===== config.mk =====
export PLATFORM = sky130hd
export DESIGN_NAME = two_queue_priority_server_top
export DESIGN_NICKNAME = d
export VERILOG_FILES = /design/src/sv/tqps_pkg.sv /design/src/sv/tqps_cell.sv /design/src/sv/tqps_queue.sv /design/src/sv/two_queue_priority_server_top.sv
export VERILOG_INCLUDE_DIRS = /design/src /design/src/sv
export SDC_FILE = /design/constraint.sdc
export NUM_CORES = 1
export LEC_CHECK = 0
export BUFFER_PORTS_ARGS = -buffer_cell sky130_fd_sc_hd__buf_4
export CELL_PAD_IN_SITES_DETAIL_PLACEMENT = 2
export CELL_PAD_IN_SITES_GLOBAL_PLACEMENT = 2
export CORE_MARGIN = 10
export CORE_UTILIZATION = 35
export CTS_BUF_LIST = sky130_fd_sc_hd__clkbuf_16
export CTS_CLUSTER_DIAMETER = 120
export DETAILED_ROUTE_END_ITERATION = 12
export PLACE_DENSITY = 0.64
export SETUP_SLACK_MARGIN = 0.2
export SLEW_MARGIN = 5
export SYNTH_ARGS = -nofsm -noshare
export SYNTH_HDL_FRONTEND = slang
export SYNTH_SLANG_ARGS = --single-unit

===== constraint.sdc =====
create_clock -name clk -period 5.2 [get_ports clk]
set_clock_uncertainty 0.2 [all_clocks]
set_input_delay 0.26 -clock clk [delete_from_list [all_inputs] [get_ports clk]]
set_output_delay 0.26 -clock clk [all_outputs]
set_load 0.03 [all_outputs]

===== src/sv/assert_macros.svh =====
// Assertion macros shared by the RTL files of the two-queue priority server.
`ifndef ASSERT_MACROS_SVH
`define ASSERT_MACROS_SVH
`ifndef NO_ASSERTIONS
// Check that a property holds at every rising clock edge outside reset.
`define ASSERT_PROP(lbl, clk_s, rstn_s, prop) \
  lbl: assert property (@(posedge clk_s) disable iff (!rstn_s) (prop)) \
    else $error("%m: property violated");
// Check that an expression is never true outside reset.
`define ASSERT_NEVER(lbl, clk_s, rstn_s, expr) \
  lbl: assert property (@(posedge clk_s) disable iff (!rstn_s) !(expr)) \
    else $error("%m: forbidden condition seen");
`else
`define ASSERT_PROP(lbl, clk_s, rstn_s, prop)
`define ASSERT_NEVER(lbl, clk_s, rstn_s, expr)
`endif
`endif


===== src/sv/tqps_pkg.sv =====
// Shared types and constants of the two-queue priority server.
package tqps_pkg;

  localparam int QUEUE_DEPTH_DEF = 16;
  localparam int TAG_BITS_DEF    = 16;
  localparam int TAG_W           = 16;  // width of request_tag and served_tag
  localparam int CNT_OUT_W       = 5;   // width of high_count and low_count

  typedef enum logic [1:0] {
    FN_ENQ_HIGH = 2'd0,
    FN_ENQ_LOW  = 2'd1,
    FN_SERVE    = 2'd2,
    FN_PROMOTE  = 2'd3
  } func_t;

  typedef enum logic [1:0] {
    OC_OK        = 2'd0,
    OC_EMPTY     = 2'd1,
    OC_NOT_FOUND = 2'd2,
    OC_FULL      = 2'd3
  } outcome_t;

  // Per-cycle command from the control logic to one queue and its cells.
  typedef struct packed {
    logic push;     // append tag at the rear
    logic pop;      // drop the front entry
    logic promote;  // move first matching entry to the front
  } q_ctl_t;

endpackage


===== src/sv/tqps_cell.sv =====
// One storage cell of a queue: holds a tag, shifts with its neighbors, matches tags.
module tqps_cell #(
  parameter int TAG_BITS = 16,
  parameter int CNT_W    = 5,
  parameter int IDX      = 0
) (
  input  logic                clk,
  input  tqps_pkg::q_ctl_t    ctl,
  input  logic [CNT_W-1:0]    count,
  input  logic [TAG_BITS-1:0] tag_in,
  input  logic [TAG_BITS-1:0] left_tag,
  input  logic [TAG_BITS-1:0] right_tag,
  input  logic                found_in,
  input  logic                found_all,
  output logic                found_out,
  output logic [TAG_BITS-1:0] tag_o
);
  import tqps_pkg::*;

  logic [TAG_BITS-1:0] tag_r;
  logic [TAG_BITS-1:0] tag_nxt;
  logic                occupied;
  logic                hit;

  assign occupied  = count > CNT_W'(IDX);
  assign hit       = occupied && (tag_r == tag_in);
  assign found_out = found_in | hit;
  assign tag_o     = tag_r;

  always_comb begin
    tag_nxt = tag_r;
    if (ctl.push && (count == CNT_W'(IDX))) begin
      tag_nxt = tag_in;
    end else if (ctl.pop) begin
      tag_nxt = right_tag;
    end else if (ctl.promote && found_all && !found_in) begin
      // cells up to and including the match move one place toward the rear
      tag_nxt = left_tag;
    end
  end

  always_ff @(posedge clk) begin
    tag_r <= tag_nxt;
  end

endmodule


===== src/sv/tqps_queue.sv =====
// Queue built as a row of shifting tag cells with an occupancy counter.
`include "assert_macros.svh"
module tqps_queue #(
  parameter int DEPTH    = 16,
  parameter int TAG_BITS = 16,
  parameter int CNT_W    = $clog2(DEPTH + 1)
) (
  input  logic                clk,
  input  logic                rst_n,
  input  tqps_pkg::q_ctl_t    ctl,
  input  logic [TAG_BITS-1:0] tag_in,
  output logic [TAG_BITS-1:0] head,
  output logic [CNT_W-1:0]    count,
  output logic [CNT_W-1:0]    count_nxt,
  output logic                full,
  output logic                found
);
  import tqps_pkg::*;

  logic [CNT_W-1:0]    count_r;
  logic [TAG_BITS-1:0] tags  [DEPTH];
  logic                chain [DEPTH+1];

  assign chain[0] = 1'b0;
  assign found    = chain[DEPTH];
  assign head     = tags[0];
  assign count    = count_r;
  assign full     = count_r == CNT_W'(DEPTH);

  for (genvar j = 0; j < DEPTH; j++) begin : g_cell
    logic [TAG_BITS-1:0] left_s;
    logic [TAG_BITS-1:0] right_s;

    // the front cell takes the promoted tag itself, the last cell takes zero
    if (j == 0) begin : g_front
      assign left_s = tag_in;
    end else begin : g_mid_l
      assign left_s = tags[j-1];
    end
    if (j == DEPTH - 1) begin : g_rear
      assign right_s = '0;
    end else begin : g_mid_r
      assign right_s = tags[j+1];
    end

    tqps_cell #(
      .TAG_BITS(TAG_BITS),
      .CNT_W   (CNT_W),
      .IDX     (j)
    ) u_cell (
      .clk      (clk),
      .ctl      (ctl),
      .count    (count_r),
      .tag_in   (tag_in),
      .left_tag (left_s),
      .right_tag(right_s),
      .found_in (chain[j]),
      .found_all(found),
      .found_out(chain[j+1]),
      .tag_o    (tags[j])
    );
  end

  always_comb begin
    count_nxt = count_r;
    if (ctl.push && !full) begin
      count_nxt = count_r + CNT_W'(1);
    end else if (ctl.pop && (count_r != '0)) begin
      count_nxt = count_r - CNT_W'(1);
    end
  end

  always_ff @(posedge clk) begin
    if (!rst_n) begin
      count_r <= '0;
    end else begin
      count_r <= count_nxt;
    end
  end

  `ASSERT_NEVER(a_count_bound, clk, rst_n, count_r > CNT_W'(DEPTH))
  `ASSERT_NEVER(a_pop_empty, clk, rst_n, ctl.pop && (count_r == '0))
  `ASSERT_PROP(a_promote_front, clk, rst_n,
               (ctl.promote && found) |=> (head == $past(tag_in)))

endmodule


===== src/sv/two_queue_priority_server_top.sv =====
// Top level of the two-queue priority server: command decode and result register.
//
// The server keeps a high-priority FIFO and a low-priority deque of request tags,
// QUEUE_DEPTH entries each. Every input transaction (in_tuser = func) enqueues a
// tag, serves one entry (FIFO first, then the deque front) or promotes the first
// matching deque entry to the front, and yields exactly one result transaction.
// When an item is accepted, the queues update and the result is loaded into the
// output register at the same edge; a new item is taken every cycle as long as the
// result register is free or being drained. The longest path is the tag compare
// and found chain across the deque's cells.
`include "assert_macros.svh"
module two_queue_priority_server_top #(
  parameter int QUEUE_DEPTH = tqps_pkg::QUEUE_DEPTH_DEF,
  parameter int TAG_BITS    = tqps_pkg::TAG_BITS_DEF
) (
  input  logic        clk,
  input  logic        rst_n,
  input  logic        in_tvalid,
  output logic        in_tready,
  input  logic [15:0] in_tdata,   // [15:0] request_tag
  input  logic [1:0]  in_tuser,   // [1:0] func
  output logic        out_tvalid,
  input  logic        out_tready,
  output logic [31:0] out_tdata,  // [0] served_valid, [16:1] served_tag,
                                  // [17] served_from, [22:18] high_count,
                                  // [27:23] low_count, [31:28] zero
  output logic [1:0]  out_tuser   // [1:0] outcome
);
  import tqps_pkg::*;

  localparam int CNT_W = $clog2(QUEUE_DEPTH + 1);

  logic                accept;
  logic [TAG_BITS-1:0] tag_in;
  logic [TAG_W+TAG_BITS-1:0] tag_ext;
  q_ctl_t              hi_ctl, lo_ctl;
  logic [TAG_BITS-1:0] hi_head, lo_head;
  logic [CNT_W-1:0]    hi_cnt, lo_cnt, hi_cnt_nxt, lo_cnt_nxt;
  logic                hi_full, lo_full, hi_found, lo_found;

  logic                sv_nxt, from_nxt;
  logic [TAG_BITS-1:0] stag_nxt;
  outcome_t            oc_nxt;

  logic                out_tvalid_r;
  logic                sv_r, from_r;
  logic [TAG_BITS-1:0] stag_r;
  outcome_t            oc_r;
  logic [CNT_W-1:0]    hi_cnt_r, lo_cnt_r;

  logic [TAG_BITS+TAG_W-1:0]     stag_ext;
  logic [CNT_W+CNT_OUT_W-1:0]    hi_cnt_ext, lo_cnt_ext;

  assign in_tready = !out_tvalid_r || out_tready;
  assign accept    = in_tvalid && in_tready;
  assign tag_ext   = {{TAG_BITS{1'b0}}, in_tdata};
  assign tag_in    = tag_ext[TAG_BITS-1:0];

  always_comb begin
    hi_ctl   = '0;
    lo_ctl   = '0;
    sv_nxt   = 1'b0;
    from_nxt = 1'b0;
    stag_nxt = '0;
    oc_nxt   = OC_OK;
    case (func_t'(in_tuser))
      FN_ENQ_HIGH: begin
        if (hi_full) oc_nxt = OC_FULL;
        else         hi_ctl.push = accept;
      end
      FN_ENQ_LOW: begin
        if (lo_full) oc_nxt = OC_FULL;
        else         lo_ctl.push = accept;
      end
      FN_SERVE: begin
        if (hi_cnt != '0) begin
          hi_ctl.pop = accept;
          sv_nxt     = 1'b1;
          stag_nxt   = hi_head;
        end else if (lo_cnt != '0) begin
          lo_ctl.pop = accept;
          sv_nxt     = 1'b1;
          stag_nxt   = lo_head;
          from_nxt   = 1'b1;
        end else begin
          oc_nxt = OC_EMPTY;
        end
      end
      FN_PROMOTE: begin
        lo_ctl.promote = accept;
        if (!lo_found) oc_nxt = OC_NOT_FOUND;
      end
      default: begin
        oc_nxt = OC_OK;
      end
    endcase
  end

  tqps_queue #(
    .DEPTH   (QUEUE_DEPTH),
    .TAG_BITS(TAG_BITS),
    .CNT_W   (CNT_W)
  ) u_high (
    .clk      (clk),
    .rst_n    (rst_n),
    .ctl      (hi_ctl),
    .tag_in   (tag_in),
    .head     (hi_head),
    .count    (hi_cnt),
    .count_nxt(hi_cnt_nxt),
    .full     (hi_full),
    .found    (hi_found)
  );

  tqps_queue #(
    .DEPTH   (QUEUE_DEPTH),
    .TAG_BITS(TAG_BITS),
    .CNT_W   (CNT_W)
  ) u_low (
    .clk      (clk),
    .rst_n    (rst_n),
    .ctl      (lo_ctl),
    .tag_in   (tag_in),
    .head     (lo_head),
    .count    (lo_cnt),
    .count_nxt(lo_cnt_nxt),
    .full     (lo_full),
    .found    (lo_found)
  );

  // Hold the result until the transaction completes downstream.
  always_ff @(posedge clk) begin
    if (!rst_n) begin
      out_tvalid_r <= 1'b0;
    end else if (accept) begin
      out_tvalid_r <= 1'b1;
    end else if (out_tready) begin
      out_tvalid_r <= 1'b0;
    end
  end

  always_ff @(posedge clk) begin
    if (accept) begin
      sv_r     <= sv_nxt;
      from_r   <= from_nxt;
      stag_r   <= stag_nxt;
      oc_r     <= oc_nxt;
      hi_cnt_r <= hi_cnt_nxt;
      lo_cnt_r <= lo_cnt_nxt;
    end
  end

  assign stag_ext   = {{TAG_W{1'b0}}, stag_r};
  assign hi_cnt_ext = {{CNT_OUT_W{1'b0}}, hi_cnt_r};
  assign lo_cnt_ext = {{CNT_OUT_W{1'b0}}, lo_cnt_r};

  assign out_tvalid = out_tvalid_r;
  assign out_tuser  = oc_r;
  assign out_tdata  = {4'b0000, lo_cnt_ext[CNT_OUT_W-1:0], hi_cnt_ext[CNT_OUT_W-1:0],
                       from_r, stag_ext[TAG_W-1:0], sv_r};

  `ASSERT_PROP(a_result_follows, clk, rst_n, accept |=> out_tvalid)
  `ASSERT_NEVER(a_served_not_ok, clk, rst_n, out_tvalid && sv_r && (oc_r != OC_OK))
  `ASSERT_NEVER(a_both_popped, clk, rst_n, hi_ctl.pop && lo_ctl.pop)
  `ASSERT_NEVER(a_promote_high, clk, rst_n, hi_ctl.promote || (hi_found && 1'b0))

endmodule

# --- Word level (Yosys, flattened, before mapping) ---
# Cells that the tools add are included.
word_totals:
  ff_bits: 553
  in_bits: 22
classes:
  addsub: 4
  magnitude_cmp: 16
  n_eq_ne: 51
  n_mux: 106
  n_bitwise: 16
  n_reduce_logical: 127
ops:
  columns: ["cell", "count"]
  rows:
  - ["$mux W16", 82]
  - ["$eq A16 B16 Y1", 16]
  - ["$eq A5 B4 Y1 const B", 16]
  - ["$logic_and A1 B1 Y1", 69]
  - ["$reduce_bool A3 Y1", 16]
  - ["$eq A5 B3 Y1 const B", 8]
  - ["$gt A5 B4 Y1 const B", 8]
  - ["$reduce_bool A2 Y1", 17]
  - ["$eq A5 B2 Y1 const B", 4]
  - ["$gt A5 B3 Y1 const B", 4]
  - ["$mux W5", 4]
  - ["$logic_not A1 Y1", 18]
  - ["$mux W1", 15]
  - ["$or A1 B1 Y1", 15]
  - ["$add A5 B1 Y5 const B", 2]
  - ["$eq A5 B1 Y1 const B", 2]
  - ["$eq A5 B5 Y1 const B", 2]
  - ["$gt A5 B1 Y1 const B", 2]
  - ["$gt A5 B2 Y1 const B", 2]
  - ["$logic_not A5 Y1", 2]
  - ["$reduce_bool A5 Y1", 2]
  - ["$sub A5 B1 Y5 const B", 2]
  - ["$mux W2", 4]
  - ["$pmux W2 S4", 1]
  - ["other kinds (6)", 7]

# --- Longest topological paths before layout ---
depth:
  word_depth: 22
  mapped_depth: 12

# --- Hierarchy ---
# Synthesis repeated with hierarchy kept, for this count alone.
hier_totals:
  cells_unflattened: 3337
  hier_area_um2: 37149.4
by_module_without_submodules:
  columns: ["module", "n_inst", "cells_each", "area_each_um2", "seq_area_each_um2"]
  rows:
  - ["tqps_cell (u_high.g_cell[10].u_cell ...)", 6, 98, 1049.8, 480.5]
  - ["tqps_cell (u_high.g_cell[12].u_cell ...)", 2, 99, 1162.4, 480.5]
  - ["tqps_cell (u_high.g_cell[14].u_cell ...)", 2, 97, 1154.9, 480.5]
  - ["tqps_cell (u_high.g_cell[4].u_cell ...)", 2, 97, 1146.1, 480.5]
  - ["tqps_cell (u_high.g_cell[1].u_cell ...)", 2, 98, 1127.3, 480.5]
  - ["tqps_cell (u_high.g_cell[6].u_cell ...)", 2, 97, 1119.8, 480.5]
  - ["tqps_cell (u_high.g_cell[3].u_cell ...)", 2, 98, 1116.1, 480.5]
  - ["tqps_cell (u_high.g_cell[11].u_cell ...)", 2, 98, 1086.0, 480.5]
  - ["tqps_cell (u_high.g_cell[9].u_cell ...)", 2, 98, 1073.5, 480.5]
  - ["tqps_cell (u_high.g_cell[5].u_cell ...)", 2, 97, 1071.0, 480.5]
  - ["tqps_cell (u_high.g_cell[15].u_cell ...)", 2, 97, 1058.5, 480.5]
  - ["tqps_cell (u_high.g_cell[0].u_cell ...)", 2, 98, 1042.2, 480.5]
  - ["tqps_cell (u_high.g_cell[7].u_cell ...)", 2, 97, 1038.5, 480.5]
  - ["tqps_cell (u_high.g_cell[13].u_cell ...)", 2, 97, 1031.0, 480.5]
  - ["+2 rows", null, null, null, null]

# --- Worst setup path before layout ---
# OpenSTA, ideal clock, no wires.
synth_timing:
  path_type: "reg2reg"
  startpoint: "reg out_tvalid_r, in the netlist out_tvalid"
  endpoint: "reg u_low.g_cell[15].u_cell.tag_r[0], enable pin"
  setup_ns: 0.411
  t_arrival_ns: 3.574
  path_slack_ns: 1.015
  stages_incl_launch_ff: 9
  n_path_buf: 1
  period_less_slack_ns: 4.185
  path_cell_list: "dfxtp_1 nand2b_1 nand2_1 inv_1 and3_1 buf_1 and3_1 nand3_1 o21ai_0"
synth_between:
  elab_chain_cells: 7
  word_cells_on_any_way: 13
  classes_between: "6 x mux; 7 x reduce/logical"
synth_rtl:
  columns: ["item", "line_no", "rtl"]
  rows:
  - ["start: declaration", "two_queue_priority_server_top.sv:45", "logic out_tvalid_r;"]
  - ["start signal: assignment", "two_queue_priority_server_top.sv:134", "out_tvalid_r <= 1'b0;"]
  - ["start signal: assignment", "two_queue_priority_server_top.sv:136", "out_tvalid_r <= 1'b1;"]
  - ["start signal: assignment", "two_queue_priority_server_top.sv:138", "out_tvalid_r <= 1'b0;"]
  - ["$logic_not A1 Y1 (*)", "two_queue_priority_server_top.sv:54", "assign in_tready = !out_tvalid_r || out_tready;"]
  - ["$logic_or A1 B1 Y1 (*)", "two_queue_priority_server_top.sv:54", null]
  - ["named net in_tready", "two_queue_priority_server_top.sv:19", "output logic in_tready,"]
  - ["$logic_and A1 B1 Y1 (*)", "two_queue_priority_server_top.sv:55", "assign accept = in_tvalid && in_tready;"]
  - ["named net accept", "two_queue_priority_server_top.sv:33", "logic accept;"]
  - ["$mux W1, on equally long branches", "two_queue_priority_server_top.sv:80, two_queue_priority_server_top.sv:66, two_queue_priority_server_top.sv:72", null]
  - ["$mux W1, or another cell as far along", "two_queue_priority_server_top.sv:76", "if (hi_cnt != '0) begin"]
  - ["$mux W1, or another cell as far along", "two_queue_priority_server_top.sv:66", "case (func_t'(in_tuser))"]
  - ["$reduce_bool A3 Y1 (no line) (*)", null, null]
  - ["end signal: assignment", "tqps_cell.sv:43", "tag_r <= tag_nxt;"]
  - ["end: declaration", "tqps_cell.sv:20", "logic [TAG_BITS-1:0] tag_r;"]
# The timed path passes the listed nets; every way through them passes the cells marked *.
# A chain may end at the register's enable or synchronous reset.

# --- Final worst setup path ---
layout_timing:
  startpoint: "reg u_low.count_r[1], in the netlist u_low.count[1]"
  endpoint: "reg u_low.g_cell[15].u_cell.tag_r[4], enable pin"
layout_between:
  elab_chain_cells: 20
  word_cells_on_any_way: 60
  classes_between: "16 x order compare; 2 x eq/ne; 5 x mux; 15 x bitwise; 22 x reduce/logical"
layout_rtl:
  columns: ["item", "line_no", "rtl"]
  rows:
  - ["start: declaration", "tqps_queue.sv:20", "logic [CNT_W-1:0] count_r;"]
  - ["start signal: assignment", "tqps_queue.sv:77", "count_r <= count_nxt;"]
  - ["$gt A5 B1 Y1", "tqps_cell.sv:25", "assign occupied = count > CNT_W'(IDX);"]
  - ["$logic_and A1 B1 Y1", "tqps_cell.sv:26", "assign hit = occupied && (tag_r == tag_in);"]
  - ["$or A1 B1 Y1 (15 in a row)", "tqps_cell.sv:27", "assign found_out = found_in | hit;"]
  - ["$logic_and A1 B1 Y1 (2 in a row)", "tqps_cell.sv:36", "end else if (ctl.promote && found_all && !found_in) begin"]
  - ["$reduce_bool A3 Y1 (no line) (*)", null, null]
# Every way passes the cells marked *; elsewhere a longest branch is shown, timed or not.

==> results <==
- Summing all non-filler instances in the final layout gives an area of 0.03234 mm^2.
- Based on the critical path, the design can be clocked at up to 0.2358 GHz.
- In this run the static leakage power is 10.94 nW.
- The number of max-slew violations in the final report is 0.
- The largest driver fanout on the critical path is 19.
- The die height is 308.0 um.
- The final net count is 2524.
- The clock period minus worst slack is 4242 ps.
- The final routed wire length divided by cell count is 27.29 um.
- For the pin with the worst max-slew slack, the measured transition is 1244 ps.
- The worst register-to-register path has a setup slack of 960 ps.
- Setup repair after global routing left no endpoint under its margin.
- Across the VDD grid, the largest voltage drop is 0.1804 mV.
- For this run, the detailed router's first-pass iteration total came to 5.
- The number of global-route vias before repair is 21699.
- The share of total power dissipated in the clock network is 40.8%.
- After synthesis, the mean cell area works out to 11.52 um^2.
- The power after layout is 10.70 mW.
- The remaining max-slew budget at the tightest pin is 16.77%.
- The pin count of the biggest net entering global routing is 67.
- The horizontal extent of the die is 308.0 um.
- The detailed router placed 20146 vias in this run.
- The endpoint identified for the worst register-to-register timing path is u_low.g_cell[15].u_cell.tag_o[4].
- The master cell of the clock root buffer is clkbuf_16.
- The first global-routing pass estimated 147900 um of wire.
- Routability-driven placement finished with a final weighted congestion of 0.8086.
- TritonCTS built the clock tree.
- The setup-violating endpoint count in the final report is 0.
- The top cell type's share of synthesized area is 56.08%.
- Counting along the longest clock path gives a buffer depth of 3.
- The detailed placement HPWL is 65720 um.
- The run finished with clean final reports.
- The number of antenna violations at the first check in global routing is 1.
- The count of cells in the finished layout, fillers not included, comes to 3613.
- The number of buffers created by CTS is 68.
- The sequential-to-total area share from yosys stat is 56.83%.
- The global routing usage summed across all routing layers is 20.59%.
- The post-CTS setup repair buffer count is 0.
- The worst setup path category is reg2reg.
- For this block, the initial DRC count from the detailed router was 1586.
- The total grt overflow is 0.
- The proportion of register bits with asynchronous set or reset after synthesis is 0%.
- The worst min-delay path category is in2reg.
- In this run the worst setup path begins at u_low.count[1].
- The row count is 105.
- After routing, the total negative slack on setup checks comes to 0 ps.
- The most instantiated flip-flop cell in the synthesis netlist is edfxtp_1.
- The largest total area in the synthesized netlist belongs to edfxtp_1.
- The worst register-to-register path begins at u_low.count[1].
- The number of gates resized after CTS was 0.
- The power share of the sequential group is 49.3%.
- The later-pin clock latency in the skew report is 630 ps.
- After synthesis, the cell types taking the most area are edfxtp_1 56%, nand2_1 5.8%, mux2_2 5.3%, xnor2_1 4.8%, mux2_1 4.0%.
- The number of design rule violations left after detail routing is 0.
- Compared with the post-synthesis result, the final layout area differs by 11.44%.
- The most critical setup path has its endpoint at u_low.g_cell[15].u_cell.tag_o[4].
- The count of synthesis-stage warnings from yosys is 0.
- The share of post-route cells with drive strength above 1 is 14.39%.
- The initial cell density of the core is 35.35%.
- The power density over the cells is 330.7 mW/mm^2.
- Across the run, the number of max-cap violations was 0.
- The fill cell total of the finished layout is 8329.
- The final worst hold slack is 77.73 ps.
- The startpoint type of the worst setup path is a register.
- The internal power summed over all cells is 7.888 mW.
- In this run the tool buffered the top-level ports with 53 buffer cells.
- The clock net sink count is 553.
- The hold violation count in the final report was 0.
- The antenna violation net count after detailed routing is 0.
- Synthesis produced a netlist whose cell count is 2520.
- The number of antenna diodes in the final layout is 0.
- The final wirelength is 98610 um.
- The placeable core area is 0.08211 mm^2.
- Net switching is 26.26% of the power.
- Counting flops and latches in the post-synthesis netlist gives 553.
- The die covers 0.09485 mm^2.
- The worst setup path is captured at a register.
- The maximum level of the CTS H-tree is 3.
- The net load switching power is 2.810 mW.
- In the finished design, the share of the clock period the worst path needs comes to 81.57%.
- The combined area of all synthesized cells is 0.02902 mm^2.
- The number of top-level pins is 58.
- The cell area reported after detailed placement is 0.03029 mm^2.
- The cell count after placement is 3485.
- After clock tree synthesis, the clock-pin slew on the worst setup and hold paths is 60 ps.
- The worst reg-to-reg path cell count is 9.
- Counting flops with a built-in enable in the synthesized netlist gives 542.
- After detailed routing, the number of vias per cell comes to 5.576.
- The combinational fraction of design power is 9.9%.
- At the worst endpoint, the required time is 5360 ps.
- Data arrives at the worst endpoint at 4400 ps.
- The synthesized netlist contains 63 unique library cells.
[worst max-delay path, cell delays in order, from the launching register on]
cell,delay [ps]
dfxtp_1,410
inv_1,270
ha_1,240
nor4b_1,640
nor4b_4,80
buf_4,240
and2_1,400
nor2_1,1030
o21ai_1,180
buf_4,280
[worst min-delay path by stage]
| stage | start | end | slack [ps] | cells past startpoint |
|---|---|---|---|---|
| floorplan | in_tvalid | out_tvalid | 200 | 2 |
| global placement | u_high.g_cell[15].u_cell.tag_o[5] | u_high.g_cell[14].u_cell.tag_o[5] | 310 | 1 |
| detailed placement | u_high.g_cell[15].u_cell.tag_o[1] | u_high.g_cell[14].u_cell.tag_o[1] | 310 | 1 |
| CTS | in_tdata[9] | u_low.g_cell[12].u_cell.tag_o[9] | 20 | 3 |
| global route | in_tdata[9] | u_low.g_cell[12].u_cell.tag_o[9] | 90 | 3 |
| finish | in_tdata[9] | u_low.g_cell[12].u_cell.tag_o[9] | 80 | 3 |
[sequential cells by signal, indices dropped and copies added (netlist names)]
name and count:
u_high.count 5, stag_r 16, u_low.count 5, sv_r 1
out_tuser 2, lo_cnt_r 5, u_high.g_cell.u_cell.tag_o 256, hi_cnt_r 5
out_tvalid 1, from_r 1, u_low.g_cell.u_cell.tag_o 256
[metrics by stage]
stage / worst slack [ps] / util [%]
final: 958.5 / 39.39
after global routing: 644.7 / 39.39
after CTS: 1004 / 39.39
after detailed placement: 1018 / 36.89
after global placement: 1171 / 36.89
after floorplan: 1015 / -
[cell type report]
| class | instances | area, um^2 | area share, % |
|---|---|---|---|
| Clock buffer | 68 | 1702 | 5.261 |
| Clock inverter | 55 | 300.3 | 0.9284 |
| Inverter | 9 | 33.78 | 0.1044 |
| Multi-Input combinational cell | 1742 | 11570 | 35.76 |
| Sequential cell | 553 | 16500 | 51.00 |
| Tap cell | 1070 | 1339 | 4.139 |
| Timing Repair Buffer | 116 | 908.4 | 2.808 |
[per-layer routing]
| metal | track usage (%) | vias up | part of all wire [%] |
|---|---|---|---|
| met5 | 0 | - | 0 |
| met4 | 5.951 | 0 | 2.3 |
| met3 | 2.665 | 111 | 4.3 |
| met2 | 31.95 | 433 | 45 |
| met1 | 29.72 | 10571 | 48 |
| li1 | - | 9031 | - |
[power by group through the flow]
stage	sequential (mW)	clock [mW]	combinational [mW]
2_1_floorplan	5.35	0	0.657
3_3_place_gp	5.35	0	1.01
3_5_place_dp	5.36	0	1.06
4_1_cts	5.27	4.47	1.07
5_1_grt	5.29	4.65	1.15
6_report	5.27	4.37	1.06
[layout by cell type (no fill, tap or decap), types with 11 or more instances in the layout]
cell and count:
mux2_1 104, nand3_1 29, nor2_1 191, inv_1 30, xor2_1 104, and3_1 23, edfxtp_1 542, a31oi_1 160
mux2_2 136, nand4_1 42, ha_1 12, buf_4 109, nor2_2 13, o21ai_1 63, a21oi_1 26, a22o_1 30
and2_1 13, dfxtp_1 11, clkinv_1 17, mux2i_1 66, nand2_1 449, xnor2_1 160, clkbuf_16 68, nor4_1 30
[cell families after synthesis]
group / share of synthesized area [%]
adder cells (fa/ha/maj): 0.5173
multiplexers: 11.59
AO/OA/AOI/OAI: 7.005
flip-flops: 56.83
buffers and inverters: 3.539
XOR/XNOR: 7.967
AND/OR/NAND/NOR: 12.54
other: 0.01292
[Yosys cell counts (4+ instances only)]
cell and n:
a21oi_1 26, a22o_1 30, a22oi_1 5, a31oi_1 160, and2_1 14, and3_1 23, and4_1 4, buf_1 12
buf_2 53, buf_4 22, clkbuf_1 129, dfxtp_1 11, edfxtp_1 542, ha_1 12, inv_1 8, mux2_1 104
mux2_2 136, mux2i_1 66, nand2_1 450, nand2b_1 4, nand3_1 29, nand4_1 42, nor2_1 192, nor2_2 12
nor3_1 9, nor4_1 31, o211ai_1 8, o21ai_0 21, o21ai_1 51, o31ai_1 4, xnor2_1 160, xor2_1 104
[timing repair]
action | in CTS | in global routing
endpoints found under the hold margin | 13 | 0
hold buffers | 5 | 0
endpoints found under the setup margin | 0 | 0
Note: power is estimated with default switching activity, not from simulation.
